`config.mk`:
```
export PLATFORM = sky130hd
export DESIGN_NAME = rbs_sign
export DESIGN_NICKNAME = d
export VERILOG_FILES = /design/src/rtl/rbs_pkg.sv /design/src/rtl/rbs_sign.sv
export SDC_FILE = /design/constraint.sdc
export NUM_CORES = 1
export LEC_CHECK = 0
export ABC_AREA = 1
export BUFFER_PORTS_ARGS = -buffer_cell sky130_fd_sc_hd__clkbuf_2
export CAP_MARGIN = 5
export CELL_PAD_IN_SITES_DETAIL_PLACEMENT = 1
export CELL_PAD_IN_SITES_GLOBAL_PLACEMENT = 2
export CORE_AREA = 2 2 435 437
export DETAILED_ROUTE_END_ITERATION = 6
export DIE_AREA = 0 0 437 439
export GPL_TIMING_DRIVEN = 1
export PLACE_DENSITY = 0.48
export SLEW_MARGIN = 40
export SYNTH_ARGS = -nofsm -noshare
export SYNTH_HDL_FRONTEND = slang
export SYNTH_SLANG_ARGS = --single-unit
```
`constraint.sdc`:
```
create_clock -name clk -period 2 [get_ports clk]
set_input_delay 0.2 -clock clk [delete_from_list [all_inputs] [get_ports clk]]
set_output_delay 0.2 -clock clk [all_outputs]
set_load 0.01 [all_outputs]
```
`src/rtl/rbs_pkg.sv`:
```
// shared types, constants and register codes for the ray/box slab test
package rbs_pkg;

    localparam int FRAC_BITS  = 16;
    localparam int WORD_BITS  = 32;
    localparam int NUM_AXES   = 3;
    localparam int NUM_CFG    = 6;
    localparam int DATA_W     = (WORD_BITS > 32) ? 64 : 32;
    localparam int ADDR_LSB   = (WORD_BITS > 32) ? 3 : 2;
    localparam int ADDR_W     = ADDR_LSB + 3;
    // dividend width, leading remainder width, compare width for the saturation test
    localparam int NUM_W      = WORD_BITS + 1 + FRAC_BITS;
    localparam int R0_W       = NUM_W - (WORD_BITS - 1);
    localparam int CMP_W      = (R0_W > WORD_BITS) ? R0_W : WORD_BITS;
    localparam int DIV_STEPS  = WORD_BITS - 1;
    localparam int NUM_STAGES = DIV_STEPS + 3 + NUM_AXES;

    typedef logic signed [WORD_BITS-1:0] word_t;

    typedef enum logic [2:0] {
        CFG_BOX_MIN_X = 3'd0,
        CFG_BOX_MIN_Y = 3'd1,
        CFG_BOX_MIN_Z = 3'd2,
        CFG_BOX_MAX_X = 3'd3,
        CFG_BOX_MAX_Y = 3'd4,
        CFG_BOX_MAX_Z = 3'd5
    } cfg_idx_t;

    typedef struct packed {
        word_t origin_x;
        word_t origin_y;
        word_t origin_z;
        word_t dir_x;
        word_t dir_y;
        word_t dir_z;
        word_t t_min;
        word_t t_max;
    } ray_in_t;

    typedef struct packed {
        logic  hit;
        word_t t_near;
        word_t t_far;
    } ray_out_t;

    typedef struct packed {
        logic                                  empty;
        word_t                                 t_min;
        word_t                                 t_max;
        logic [NUM_AXES-1:0]                   par;
        logic [NUM_AXES-1:0]                   outside;
        logic [NUM_AXES-1:0][WORD_BITS:0]      dlo;
        logic [NUM_AXES-1:0][WORD_BITS:0]      dhi;
        logic [NUM_AXES-1:0][WORD_BITS-1:0]    dir;
    } prep_pkt_t;

    typedef struct packed {
        logic                 neg;
        logic                 sat;
        logic [WORD_BITS-1:0] ud;
        logic [WORD_BITS-1:0] r;
        logic [WORD_BITS-2:0] nbits;
        logic [WORD_BITS-2:0] q;
    } lane_t;

    typedef struct packed {
        logic  par;
        logic  outside;
        lane_t lo;
        lane_t hi;
    } div_axis_t;

    typedef struct packed {
        logic                           empty;
        word_t                          t_min;
        word_t                          t_max;
        div_axis_t [NUM_AXES-1:0]       ax;
    } div_pkt_t;

    typedef struct packed {
        logic  par;
        logic  outside;
        word_t a;
        word_t b;
    } fin_axis_t;

    typedef struct packed {
        logic                     done;
        logic                     hit;
        word_t                    tn;
        word_t                    tf;
        fin_axis_t [NUM_AXES-1:0] ax;
    } axis_pkt_t;

endpackage

```
`src/rtl/rbs_sign.sv`:
```
// saturation and sign of the quotients, start values of the running window
module rbs_sign
    import rbs_pkg::*;
(
    input  logic      clk,
    input  logic      rst_n,
    input  logic      en,
    input  logic      valid_in,
    input  div_pkt_t  pkt_in,
    output logic      valid_out,
    output axis_pkt_t pkt_out
);

    axis_pkt_t pkt_next, pkt_reg;
    logic      valid_reg;

    function automatic word_t fix(lane_t l);
        logic [WORD_BITS-1:0] mag;
        logic [WORD_BITS-1:0] res;
        mag = l.sat ? {1'b1, {(WORD_BITS-1){1'b0}}} : {1'b0, l.q};
        if (mag == '0)
        begin
            res = '0;
        end
        else if (l.neg)
        begin
            res = ~mag + 1'b1;
        end
        else if (mag[WORD_BITS-1])
        begin
            res = {1'b0, {(WORD_BITS-1){1'b1}}};
        end
        else
        begin
            res = mag;
        end
        return word_t'(res);
    endfunction

    always_comb
    begin
        // empty box: finished miss from the start
        pkt_next.done = pkt_in.empty;
        pkt_next.hit  = !pkt_in.empty;
        pkt_next.tn   = pkt_in.t_min;
        pkt_next.tf   = pkt_in.t_max;
        for (int i = 0; i < NUM_AXES; i++)
        begin
            pkt_next.ax[i].par     = pkt_in.ax[i].par;
            pkt_next.ax[i].outside = pkt_in.ax[i].outside;
            pkt_next.ax[i].a       = fix(pkt_in.ax[i].lo);
            pkt_next.ax[i].b       = fix(pkt_in.ax[i].hi);
        end
    end

    always_ff @(posedge clk or negedge rst_n)
    begin
        if (!rst_n)
        begin
            valid_reg <= 1'b0;
        end
        else if (en)
        begin
            valid_reg <= valid_in;
        end
    end

    always_ff @(posedge clk)
    begin
        if (en)
        begin
            pkt_reg <= pkt_next;
        end
    end

    assign valid_out = valid_reg;
    assign pkt_out   = pkt_reg;

endmodule

```
Word level (Yosys, flattened, before mapping)

Cells that the tools add are included.
W data, S select, Z words.

Register bits: 265
Output and inout port bits: 265
Word-level logic and storage cells: 54

$add $sub $neg: 6
Mux-type cells: 18
Bitwise operators: 6
Reductions and logical operators: 7

Operators with widths:

| cell                    | number |
|---|---|
| $mux W32                | 12 |
| $add A32 B1 Y32 const B | 6 |
| $logic_not A32 Y1       | 6 |
| $not A32 Y32            | 6 |
| $mux W31                | 6 |
| $logic_not A1 Y1        | 1 |

Logic depth before layout (Yosys ltp)

Gate-level depths: netlist of the first run.

Word-level depth: 4
Gate-level depth with buffers: 14
Mapped depth without buffers: 12

Worst setup path after synthesis of the first run

Ideal clock, no wire load.

Kind: input to register
Start: in pkt_in[126] (netlist name)
End: reg pkt_reg (netlist bit pkt_out[5]), data pin
Arrival: 1.662 ns
Required time: 1.744 ns
Setup slack: 0.082 ns
Stages on the path: 13
Buffers on the path: 3
Path through: buf_4 > inv_4 > buf_6 > nand2_1 > ha_1 > nand3_1 > nor2_1 > nand2_1 > nor2_2 > nand3_2 > buf_6 > o211ai_1 > inv_1

Longest elaborated chain between the ends: 4

RTL lines:

| element              | RTL line       | source |
|---|---|---|
| from (decl)          | rbs_sign.sv:9  | `input div_pkt_t pkt_in,` |
| $mux W32 *           | rbs_sign.sv:20 | `mag = l.sat ? {1'b1, {(WORD_BITS-1){1'b0}}} : {1'b0, l.q};` |
| $not A32 Y32         | rbs_sign.sv:27 | `res = ~mag + 1'b1;` |
| $add A32 B1 Y32      | rbs_sign.sv:27 |  |
| $mux W32             | rbs_sign.sv:25 | `else if (l.neg)` |
| to (signal assigned) | rbs_sign.sv:72 | `pkt_reg <= pkt_next;` |
| to (decl)            | rbs_sign.sv:14 | `axis_pkt_t pkt_next, pkt_reg;` |

Mark *: on every way between the ends. The rest lies on a longest branch, timed or not.
A chain may end at the register's enable or synchronous reset.

Worst setup path in the final report of the first run

Start: in pkt_in[259] (netlist name)
End: reg pkt_reg (netlist bit pkt_out[93]), data pin

Same word-level chain as after synthesis.

==> run summary, run 1 <==
status = complete, no violations
TritonRoute pass-1 iters = 4
Reg2Reg Setup Slack = 1260 ps
# setup viols final = 0
clk slew on worst S/H paths = 60 ps
Tot Pwr = 19200 µW
first-pass GRT wire length = 155000 µm
core area = 187000 µm²
max-slew violation count = 0
chip width = 437 µm
max cap viols = 0
most frequent cells in the layout = 734 x nand2_1, 536 x clkbuf_2, 427 x buf_4
Leak = 0.0133 µW
CTS tree = built
RSZ-0062 raised after global routing = no
FMAX = 526 MHz
Reg-to-Reg Start = valid_out$_DFFE_PN0P_
fill cell count = 22600
initial antenna violation count = 40
met2 WL = 56500 µm
commonest non-fill, non-tap cell in the layout = nand2_1
Cell Area, Synth = 16600 µm²
vias per inst = 3.26
final wirelength = 113000 µm
starting density of the core = 8.90%
cell area after placement = 25600 µm²
maximum buffer depth of the clock tree = 3
worst slack, placed = -318 ps
nets = 4079
global route total overflow = 0
Worst-Margin Slew = 610 ps
worst setup path class = input port to flop
CP Max Fanout = 11
total number of vias = 18800
Critical Path AT = 2220 ps
startpoint types = input port
Yosys top cell area share = 47.6%
Top Layer Used = met5
post-DR wirelength/cell = 19.6 µm
number of synthesized flops with an enable pin = 264
PD cells = 688 nW/µm²
min-delay src = pkt_in[416]
fin crit period = 1900 ps
top_reg_cell synth = edfxtp_1
final core utilization = 14.9%
Critical Path Start = pkt_in[259]
Final Cycle Share = 95.1%
vias in the first global route = 20100
area of the die = 192000 µm²
Avg Synthesized Cell Area = 7.61 µm²
Starting DRT DRC Count = 703
Worst-Skew Late Latency = 600 ps
Final Wtd Congestion = 0.782
final instance area = 27800 µm²
DRC violations left = 0
Max VDD drop = 0.557 mV
largest net degree at the start of global routing = 43
DIE HEIGHT = 439 µm
RR Endpoint = valid_out$_DFFE_PN0P_
sequential-to-total area share from yosys stat = 47.8%
Syn-to-layout area delta = 67.3%
Tot GR Track Use = 11.5%
largest cells by area after synthesis = edfxtp_1 48%, nand2_1 17%, o21ai_0 5.7%, inv_1 5.1%, nor2_1 5.1%
storage element area = 7950 µm²
clock sink total = 265
flops & latches, synth = 265
met1 wire length = 44300 µm
Setup crit end = pkt_out[93]$_SDFFCE_PN0P_
met3 wire len = 8300 µm
HPWL Detailed = 97100 µm
synth unique cells = 39
number of H-tree levels = 2
row cnt = 159
Synth area leader = edfxtp_1
Hold/Removal Path Class = input port to flop
final antenna-violating net count = 0
layout cells sized above 1 = 35.2%
I/O pin count = 1108
PnR worst setup slack = 98.2 ps
Synth warnings = 0
r2r worst-path depth = 1
Post-Syn Instances = 2186
syn_nets = 3035
clk_skew = 0 ps
CTS buffer count = 40
Max-Slew Margin vs Limit = 58.9%
Critical Path RT = 2320 ps
PortBufs = 537
CP endpoint kind = flop
ys async rst share = 0.377%
combined area of the multi-input logic cells = 7290 µm²
Root Buffer = clkbuf_16
Final Hold Viols = 0
through the flow:
stage | hold WS [ps] | cells | setup TNS (ps)
6_report | 51.3 | 5764 | 0
4_1_cts | 0.0507 | 5754 | 0
3_3_place_gp | 0.0594 | 5589 | -15180
3_5_place_dp | 2.25 | 5589 | -13750
5_1_grt | 35.8 | 5762 | 0
2_1_floorplan | -95.6 | 2186 | 0
area by class of cell:
cell class | instances | share of cell area, %
Sequential cell | 265 | 28.6
Multi-Input combinational cell | 1603 | 26.2
Timing Repair Buffer | 1077 | 26.0
Tap cell | 2495 | 11.2
Clock buffer | 48 | 3.74
Inverter | 243 | 3.28
Clock inverter | 24 | 0.989
Antenna cell | 9 | 0.0809
how the worst min path moves through the flow:
stage / to / slack [ps] / cells after the start
2_1_floorplan: valid_out$_DFFE_PN0P_ / -100 / 0
3_3_place_gp: valid_out$_DFFE_PN0P_ / 0.06 / 1
3_5_place_dp: valid_out$_DFFE_PN0P_ / 2 / 1
4_1_cts: pkt_out[150]$_SDFFCE_PN0P_ / 0.05 / 4
5_1_grt: pkt_out[129]$_SDFFCE_PP0P_ / 40 / 3
6_report: pkt_out[129]$_SDFFCE_PP0P_ / 50 / 3
sequential cells by signal, summed over array words and instances, names as in the netlist:
register / count
valid_out: 1
pkt_out: 264
layer usage:
| metal | vias to the layer above | track usage (%) |
|---|---|---|
| met2 | 376 | 20.5 |
| li1 | 9333 | - |
| met3 | 142 | 4.12 |
| met1 | 8929 | 12.6 |
| met5 | - | 0 |
| met4 | 32 | 3.66 |
where the power goes:
group          switching [µW]  total (µW)  leakage [µW]  internal [µW]
clock                    2960        7330      0.000631           4370
sequential                277        7040       0.00261           6760
combinational            2910        4800        0.0101           1890
Yosys cell counts, types with 2 or more instances:
cell type and number:
o21ai_0 189, o211ai_2 5, nand2_2 33, nor3b_1 5
nand3_1 163, o21ai_1 27, o21a_1 16, nor3_1 27
o21bai_1 6, buf_6 23, inv_2 13, a21oi_1 61
clkbuf_1 19, ha_1 6, nand4_1 32, edfxtp_1 264
nand3_2 5, buf_1 11, nor2_1 225, a31o_2 6
nand2_4 6, nand3b_1 11, nand2_1 734, nor2_2 23
o211ai_1 4, a22oi_1 6, nor2_4 2, xnor2_1 6
buf_2 17, inv_1 228, buf_4 5
cells by family (layout without fill, tap and decap cells):
group | Yosys count | in the layout | share of synthesized area [%]
fa+ha+maj | 6 | 6 | 0.451
xor+xnor | 6 | 6 | 0.316
buf+inv | 318 | 1392 | 8.47
flops | 265 | 265 | 47.8
simple gates | 1268 | 1268 | 32.3
mux | 1 | 1 | 0.0677
compound gates | 322 | 322 | 10.6
other cells | 0 | 9 | 0
worst max-delay path: stages:
cell and delay [ps]:
dlygate4sd3_1 570, clkbuf_2 130, nand2_1 80, ha_1 180, nand3_1 150, nor2_2 160
nand2_1 100, nor2_2 150, nand3b_1 110, buf_4 210, nand2_1 90, nor2_1 80
repair_timing:
item	in CTS	in global routing
gates resized for setup	0	7
hold buffers	93	0
buffers inserted	0	1
setup endpoints to repair	0	52
hold endpoints to repair	97	0
(Power assumes the default switching activity.)
==> run 2: changes to the inputs <==
--- a/config.mk
+++ b/config.mk
@@ -15,6 +15,7 @@
 export DIE_AREA = 0 0 437 439
 export GPL_TIMING_DRIVEN = 1
 export PLACE_DENSITY = 0.48
+export REMOVE_ABC_BUFFERS = 1
 export SLEW_MARGIN = 40
 export SYNTH_ARGS = -nofsm -noshare
 export SYNTH_HDL_FRONTEND = slang
==> run 2 against run 1 <==
Compared with the run above: worst hold slack improved by 0.89 ps; count of clock-buffer cells in the layout down 2; critical endpoint is now pkt_out[22]$_SDFFCE_PN0P_; critical path type unchanged; sequential share of layout area is 0.29 points lower; largest power group unchanged; combinational power about the same.
==> run summary, run 2 (synthesized netlist as in run 1, its figures left out) <==
Tot GR Track Use = 11.6% (was 11.5%)
Combinational Power Share = 25.2% (was 25.0%)
status = complete, no violations (unchanged)
final core utilization = 15.0% (was 14.9%)
final antenna-violating net count = 0 (unchanged)
Worst-Margin Slew = 617 ps (was 610 ps)
# setup viols final = 0 (unchanged)
Critical Path AT = 2240 ps (was 2220 ps)
vias in the first global route = 20200 (was 20100)
Net Sw Power = 6260 µW (was 6150 µW)
HPWL Detailed = 97400 µm (was 97100 µm)
CP Max Fanout = 4 (was 11)
Seq pwr share = 36.7% (about the same)
CP endpoint kind = flop (unchanged)
most frequent cells in the layout = 733 x nand2_1, 536 x clkbuf_2, 459 x buf_4 (was 734 x nand2_1, 536 x clkbuf_2, 427 x buf_4)
RSZ-0062 raised after global routing = no (unchanged)
row cnt = 159 (unchanged)
PD cells = 681 nW/µm² (was 688 nW/µm²)
DRC violations left = 0 (unchanged)
first-pass GRT wire length = 157000 µm (was 155000 µm)
TNS Setup = 0 ps (unchanged)
largest net degree at the start of global routing = 63 (was 43)
fin crit period = 1880 ps (was 1900 ps)
TritonRoute pass-1 iters = 7 (was 4)
DIE HEIGHT = 439 µm (unchanged)
Cell Count, Final, Fillers Out = 5797 (was 5764)
final wirelength = 113000 µm (about the same)
Bufs and invs on worst path = 4 (was 3)
Leak = 0.0135 µW (was 0.0133 µW)
initial antenna violation count = 41 (was 40)
CTS tree = built (unchanged)
I/O pin count = 1108 (unchanged)
commonest non-fill, non-tap cell in the layout = nand2_1 (unchanged)
max reg flops = 264 (unchanged)
FMAX = 531 MHz (was 526 MHz)
Hold/Removal Path Class = input port to flop (unchanged)
chip width = 437 µm (unchanged)
Final Hold Viols = 0 (unchanged)
max incr delay on CP = 590 ps (was 570 ps)
Final Cycle Share = 94.1% (was 95.1%)
cell count after placement = 5625 (was 5589)
final instance area = 28100 µm² (was 27800 µm²)
core area = 187000 µm² (unchanged)
Clock Power Share = 38.1% (was 38.2%)
crit-path leading delay family = buffers and inverters (was simple AND/OR/NAND/NOR gates)
max-slew violation count = 0 (unchanged)
clk_skew = 0 ps (unchanged)
number of H-tree levels = 2 (unchanged)
cell area after placement = 25900 µm² (was 25600 µm²)
Syn-to-layout area delta = 69.0% (was 67.3%)
Net Sw Frac = 32.7% (was 32.1%)
Max VDD drop = 0.512 mV (was 0.557 mV)
nets = 4113 (was 4079)
Internal = 12900 µW (was 13000 µW)
fill cell count = 22700 (was 22600)
Worst-Skew Late Latency = 590 ps (was 600 ps)
clock sink total = 265 (unchanged)
Starting DRT DRC Count = 692 (was 703)
clk slew on worst S/H paths = 50 ps (was 60 ps)
area of the die = 192000 µm² (unchanged)
Tot Pwr = 19100 µW (was 19200 µW)
total number of vias = 19100 (was 18800)
CP max stage cell = dlygate4sd3_1 (unchanged)
CTS buffer count = 40 (unchanged)
PortBufs = 537 (unchanged)
Root Buffer = clkbuf_16 (unchanged)
max cap viols = 0 (unchanged)
global route total overflow = 0 (unchanged)
post-DR wirelength/cell = 19.6 µm (about the same)
worst setup path class = input port to flop (unchanged)
layout cells sized above 1 = 36.0% (was 35.2%)
Critical Path RT = 2350 ps (was 2320 ps)
postcts setup bufs = 0 (unchanged)
vias per inst = 3.30 (was 3.26)
maximum buffer depth of the clock tree = 3 (unchanged)
Max-Slew Margin vs Limit = 58.9% (about the same)
startpoint types = input port (unchanged)
Final Wtd Congestion = 0.795 (was 0.782)
worst-path cell chain = dlygate4sd3_1, clkbuf_2, nand2_1, ha_1, nand3_1, buf_4, nor2_1, nand2_2, buf_4, o211ai_1, nand2_1 (was dlygate4sd3_1, clkbuf_2, nand2_1, ha_1, nand3_1, nor2_2, nand2_1, nor2_2, nand3b_1, buf_4, nand2_1, nor2_1)
starting density of the core = 8.90% (unchanged)
[run 2: cell types whose count changed in the layout (fill, tap and decap cells not counted), sizes merged]
cell / delta
inv: +4
dlygate4sd3: -1
clkinv: +2
clkinvlp: -2
clkbuf: -2
buf: +35
diode: -1
bufinv: -2
[run 2: area by class of cell]
type	instances	area, µm²	area share (%)
Antenna cell	8	20.0	0.0712
Clock buffer	46	1040	3.71
Clock inverter	26	254	0.903
Inverter	243	915	3.25
Multi-Input combinational cell	1603	7290	25.9
Sequential cell	265	7950	28.3
Tap cell	2495	3120	11.1
Timing Repair Buffer	1111	7520	26.8
[run 2: tightest hold or removal path, delay by kind of cell]
| kind | cells | cell delay, ps |
|---|---|---|
| compound gates | 2 | 220 |
| buf+inv | 1 | 100 |
[run 2: power by group through the flow]
stage / sequential, µW / clock [µW] / combinational (µW)
after global routing: 7100 / 7780 / 5360
after global placement: 7170 / 0 / 4780
final: 7030 / 7290 / 4830
after CTS: 7070 / 7660 / 4990
after detailed placement: 7170 / 0 / 4760
after floorplan: 7300 / 0 / 1440
[run 2: worst paths after layout]
path | end | cells past startpoint | slack, ps | startpoint
worst max-delay path | pkt_out[22]$_SDFFCE_PN0P_ | 11 | 120 | pkt_in[1]
worst min-delay path | pkt_out[33]$_SDFFCE_PN0P_ | 3 | 50 | pkt_in[129]
worst max register to register | valid_out$_DFFE_PN0P_ | 1 | 1260 | valid_out$_DFFE_PN0P_
worst min register to register | valid_out$_DFFE_PN0P_ | 1 | 510 | valid_out$_DFFE_PN0P_
max in group asynchronous | valid_out$_DFFE_PN0P_ | 3 | 1440 | rst_n
min in group asynchronous | valid_out$_DFFE_PN0P_ | 3 | 460 | rst_n
[run 2: repair_timing]
action	4_1_cts	5_1_grt
hold buffers	92	0
hold endpoints to repair	96	0
setup endpoints to repair	0	34
resized for setup	0	6
[run 2: layer usage]
metal / routed length, µm / GRT usage (%) / up-vias
li1: - / - / 9385
met1: 46800 / 13.4 / 9171
met2: 59200 / 21.7 / 393
met3: 5390 / 2.72 / 121
met4: 1850 / 2.02 / 34
met5: 197 / 0 / -
[run 2: stage by stage]
stage | hold slack (ps) | setup slack [ps]
2_1_floorplan | -95.6 | -68.0
6_report | 52.1 | 118
3_5_place_dp | -20.9 | -230
5_1_grt | 51.7 | 5.52
3_3_place_gp | -22.9 | -247
4_1_cts | 7.20 | 75.1
==> run 3: changes to the inputs <==
--- a/config.mk
+++ b/config.mk
@@ -16,6 +16,7 @@
 export GPL_TIMING_DRIVEN = 1
 export PLACE_DENSITY = 0.48
 export REMOVE_ABC_BUFFERS = 1
+export SETUP_SLACK_MARGIN = 0.2
 export SLEW_MARGIN = 40
 export SYNTH_ARGS = -nofsm -noshare
 export SYNTH_HDL_FRONTEND = slang
==> run 3 against run 2 <==
Compared with the run above: first-iteration DRC count down 1.2%; worst hold slack worse by 0.55 ps; clock skew unchanged; register-to-register slack about the same; wire length about the same; critical path depth down 10; count of clock-buffer cells in the layout unchanged.
==> run summary, run 3 (synthesized netlist as in run 1, its figures left out) <==
storage element area = 7950 µm² (unchanged)
Root Buffer = clkbuf_16 (unchanged)
Tot Pwr = 19100 µW (about the same)
Hold/Removal Path Class = input port to flop (unchanged)
commonest non-fill, non-tap cell in the layout = nand2_1 (unchanged)
combined area of the multi-input logic cells = 7300 µm² (was 7290 µm²)
number of H-tree levels = 2 (unchanged)
chip width = 437 µm (unchanged)
Critical Path RT = 1800 ps (was 2350 ps)
PnR worst setup slack = 208 ps (was 118 ps)
largest net degree at the start of global routing = 63 (unchanged)
vias per inst = 3.29 (was 3.30)
Max VDD drop = 0.512 mV (about the same)
nets = 4113 (unchanged)
HPWL Detailed = 97400 µm (unchanged)
clk slew on worst S/H paths = 70 ps (was 50 ps)
max incr delay on CP = 770 ps (was 590 ps)
CTS tree = built (unchanged)
Starting DRT DRC Count = 684 (was 692)
Final Hold Viols = 0 (unchanged)
Syn-to-layout area delta = 69.1% (was 69.0%)
post-DR wirelength/cell = 19.6 µm (about the same)
vias in the first global route = 20200 (about the same)
worst slack, placed = -230 ps (unchanged)
CP max stage cell = edfxtp_1 (was dlygate4sd3_1)
final antenna-violating net count = 0 (unchanged)
CP endpoint kind = output port (was flop)
PortBufs = 537 (unchanged)
Max-Slew Margin vs Limit = 55.6% (was 58.9%)
cell area after placement = 25900 µm² (unchanged)
final wirelength = 113000 µm (about the same)
startpoint types = flop (was input port)
most frequent cells in the layout = 734 x nand2_1, 535 x clkbuf_2, 459 x buf_4 (was 733 x nand2_1, 536 x clkbuf_2, 459 x buf_4)
FMAX = 558 MHz (was 531 MHz)
Final Cycle Share = 89.6% (was 94.1%)
worst setup path class = flop to output port (was input port to flop)
PD cells = 680 nW/µm² (was 681 nW/µm²)
max-slew violation count = 0 (unchanged)
DRC violations left = 0 (unchanged)
final instance area = 28100 µm² (about the same)
global route total overflow = 0 (unchanged)
Final Wtd Congestion = 0.795 (unchanged)
Critical Path AT = 1590 ps (was 2240 ps)
layout cells sized above 1 = 36.0% (unchanged)
core area = 187000 µm² (unchanged)
Leak = 0.0135 µW (about the same)
final core utilization = 15.0% (about the same)
# setup viols final = 0 (unchanged)
Bufs and invs on worst path = 1 (was 4)
starting density of the core = 8.90% (unchanged)
RSZ-0062 raised after global routing = yes (was no)
status = complete, no violations (unchanged)
clock sink total = 265 (unchanged)
Worst-Skew Late Latency = 590 ps (about the same)
area of the die = 192000 µm² (unchanged)
maximum buffer depth of the clock tree = 3 (unchanged)
CTS buffer count = 40 (unchanged)
Worst-Margin Slew = 666 ps (was 617 ps)
row cnt = 159 (unchanged)
total number of vias = 19100 (about the same)
DIE HEIGHT = 439 µm (unchanged)
initial antenna violation count = 41 (unchanged)
CP Max Fanout = 1 (was 4)
max cap viols = 0 (unchanged)
first-pass GRT wire length = 157000 µm (about the same)
fill cell count = 22700 (about the same)
worst-path cell chain = buf_6 (was dlygate4sd3_1, clkbuf_2, nand2_1, ha_1, nand3_1, buf_4, nor2_1, nand2_2, buf_4, o211ai_1, nand2_1)
clk_skew = 0 ps (unchanged)
Tot GR Track Use = 11.6% (about the same)
crit-path leading delay family = flip-flops (was buffers and inverters)
fin crit period = 1790 ps (was 1880 ps)
I/O pin count = 1108 (unchanged)
TritonRoute pass-1 iters = 7 (unchanged)
max reg flops = 264 (unchanged)
## run 3: where the power goes
| group | internal [µW] | switching, µW |
|---|---|---|
| Clock | 4190 | 3100 |
| Sequential | 6760 | 265 |
| Combinational | 1940 | 2890 |
| Total | 12900 | 6260 |
## run 3: area by class of cell
type / instances / area share, %
Sequential cell: 265 / 28.3
Timing Repair Buffer: 1111 / 26.8
Multi-Input combinational cell: 1603 / 25.9
Tap cell: 2495 / 11.1
Clock buffer: 46 / 3.71
Inverter: 243 / 3.25
Clock inverter: 26 / 0.903
Antenna cell: 9 / 0.0800
## run 3: timing repair
action / CTS / global route
endpoints found under the setup margin: 2 / 34
pin swaps: 0 / 3
setup buffers: 0 / 0
hold buffers: 92 / 0
hold endpoints to repair: 96 / 0
gates resized for setup: 0 / 9
## run 3: metal layers
| layer | vias to the layer above | routed length (µm) | GRT usage [%] |
|---|---|---|---|
| met5 | - | 189 | 0 |
| met4 | 32 | 1830 | 2.02 |
| met3 | 115 | 5610 | 2.73 |
| met2 | 393 | 59200 | 21.7 |
| met1 | 9171 | 46600 | 13.4 |
| li1 | 9382 | - | - |
## run 3: metrics by stage
step                      hold slack, ps  setup TNS (ps)  std cells
after CTS                           7.20               0       5789
final                               51.6               0       5798
after floorplan                    -95.6           -1050       2111
after global placement             -22.9          -10960       5625
after global routing                51.7               0       5794
after detailed placement           -20.9           -9570       5625
## run 3: worst paths after layout
path | to | slack [ps] | start | cells past startpoint
setup / recovery | pkt_out[210] | 210 | pkt_out[210]$_DFFE_PP_ | 1
hold / removal | pkt_out[33]$_SDFFCE_PN0P_ | 50 | pkt_in[129] | 3
setup reg to reg | valid_out$_DFFE_PN0P_ | 1260 | valid_out$_DFFE_PN0P_ | 1
hold reg to reg | valid_out$_DFFE_PN0P_ | 510 | valid_out$_DFFE_PN0P_ | 1
max in group asynchronous | valid_out$_DFFE_PN0P_ | 1440 | rst_n | 3
min in group asynchronous | valid_out$_DFFE_PN0P_ | 460 | rst_n | 3
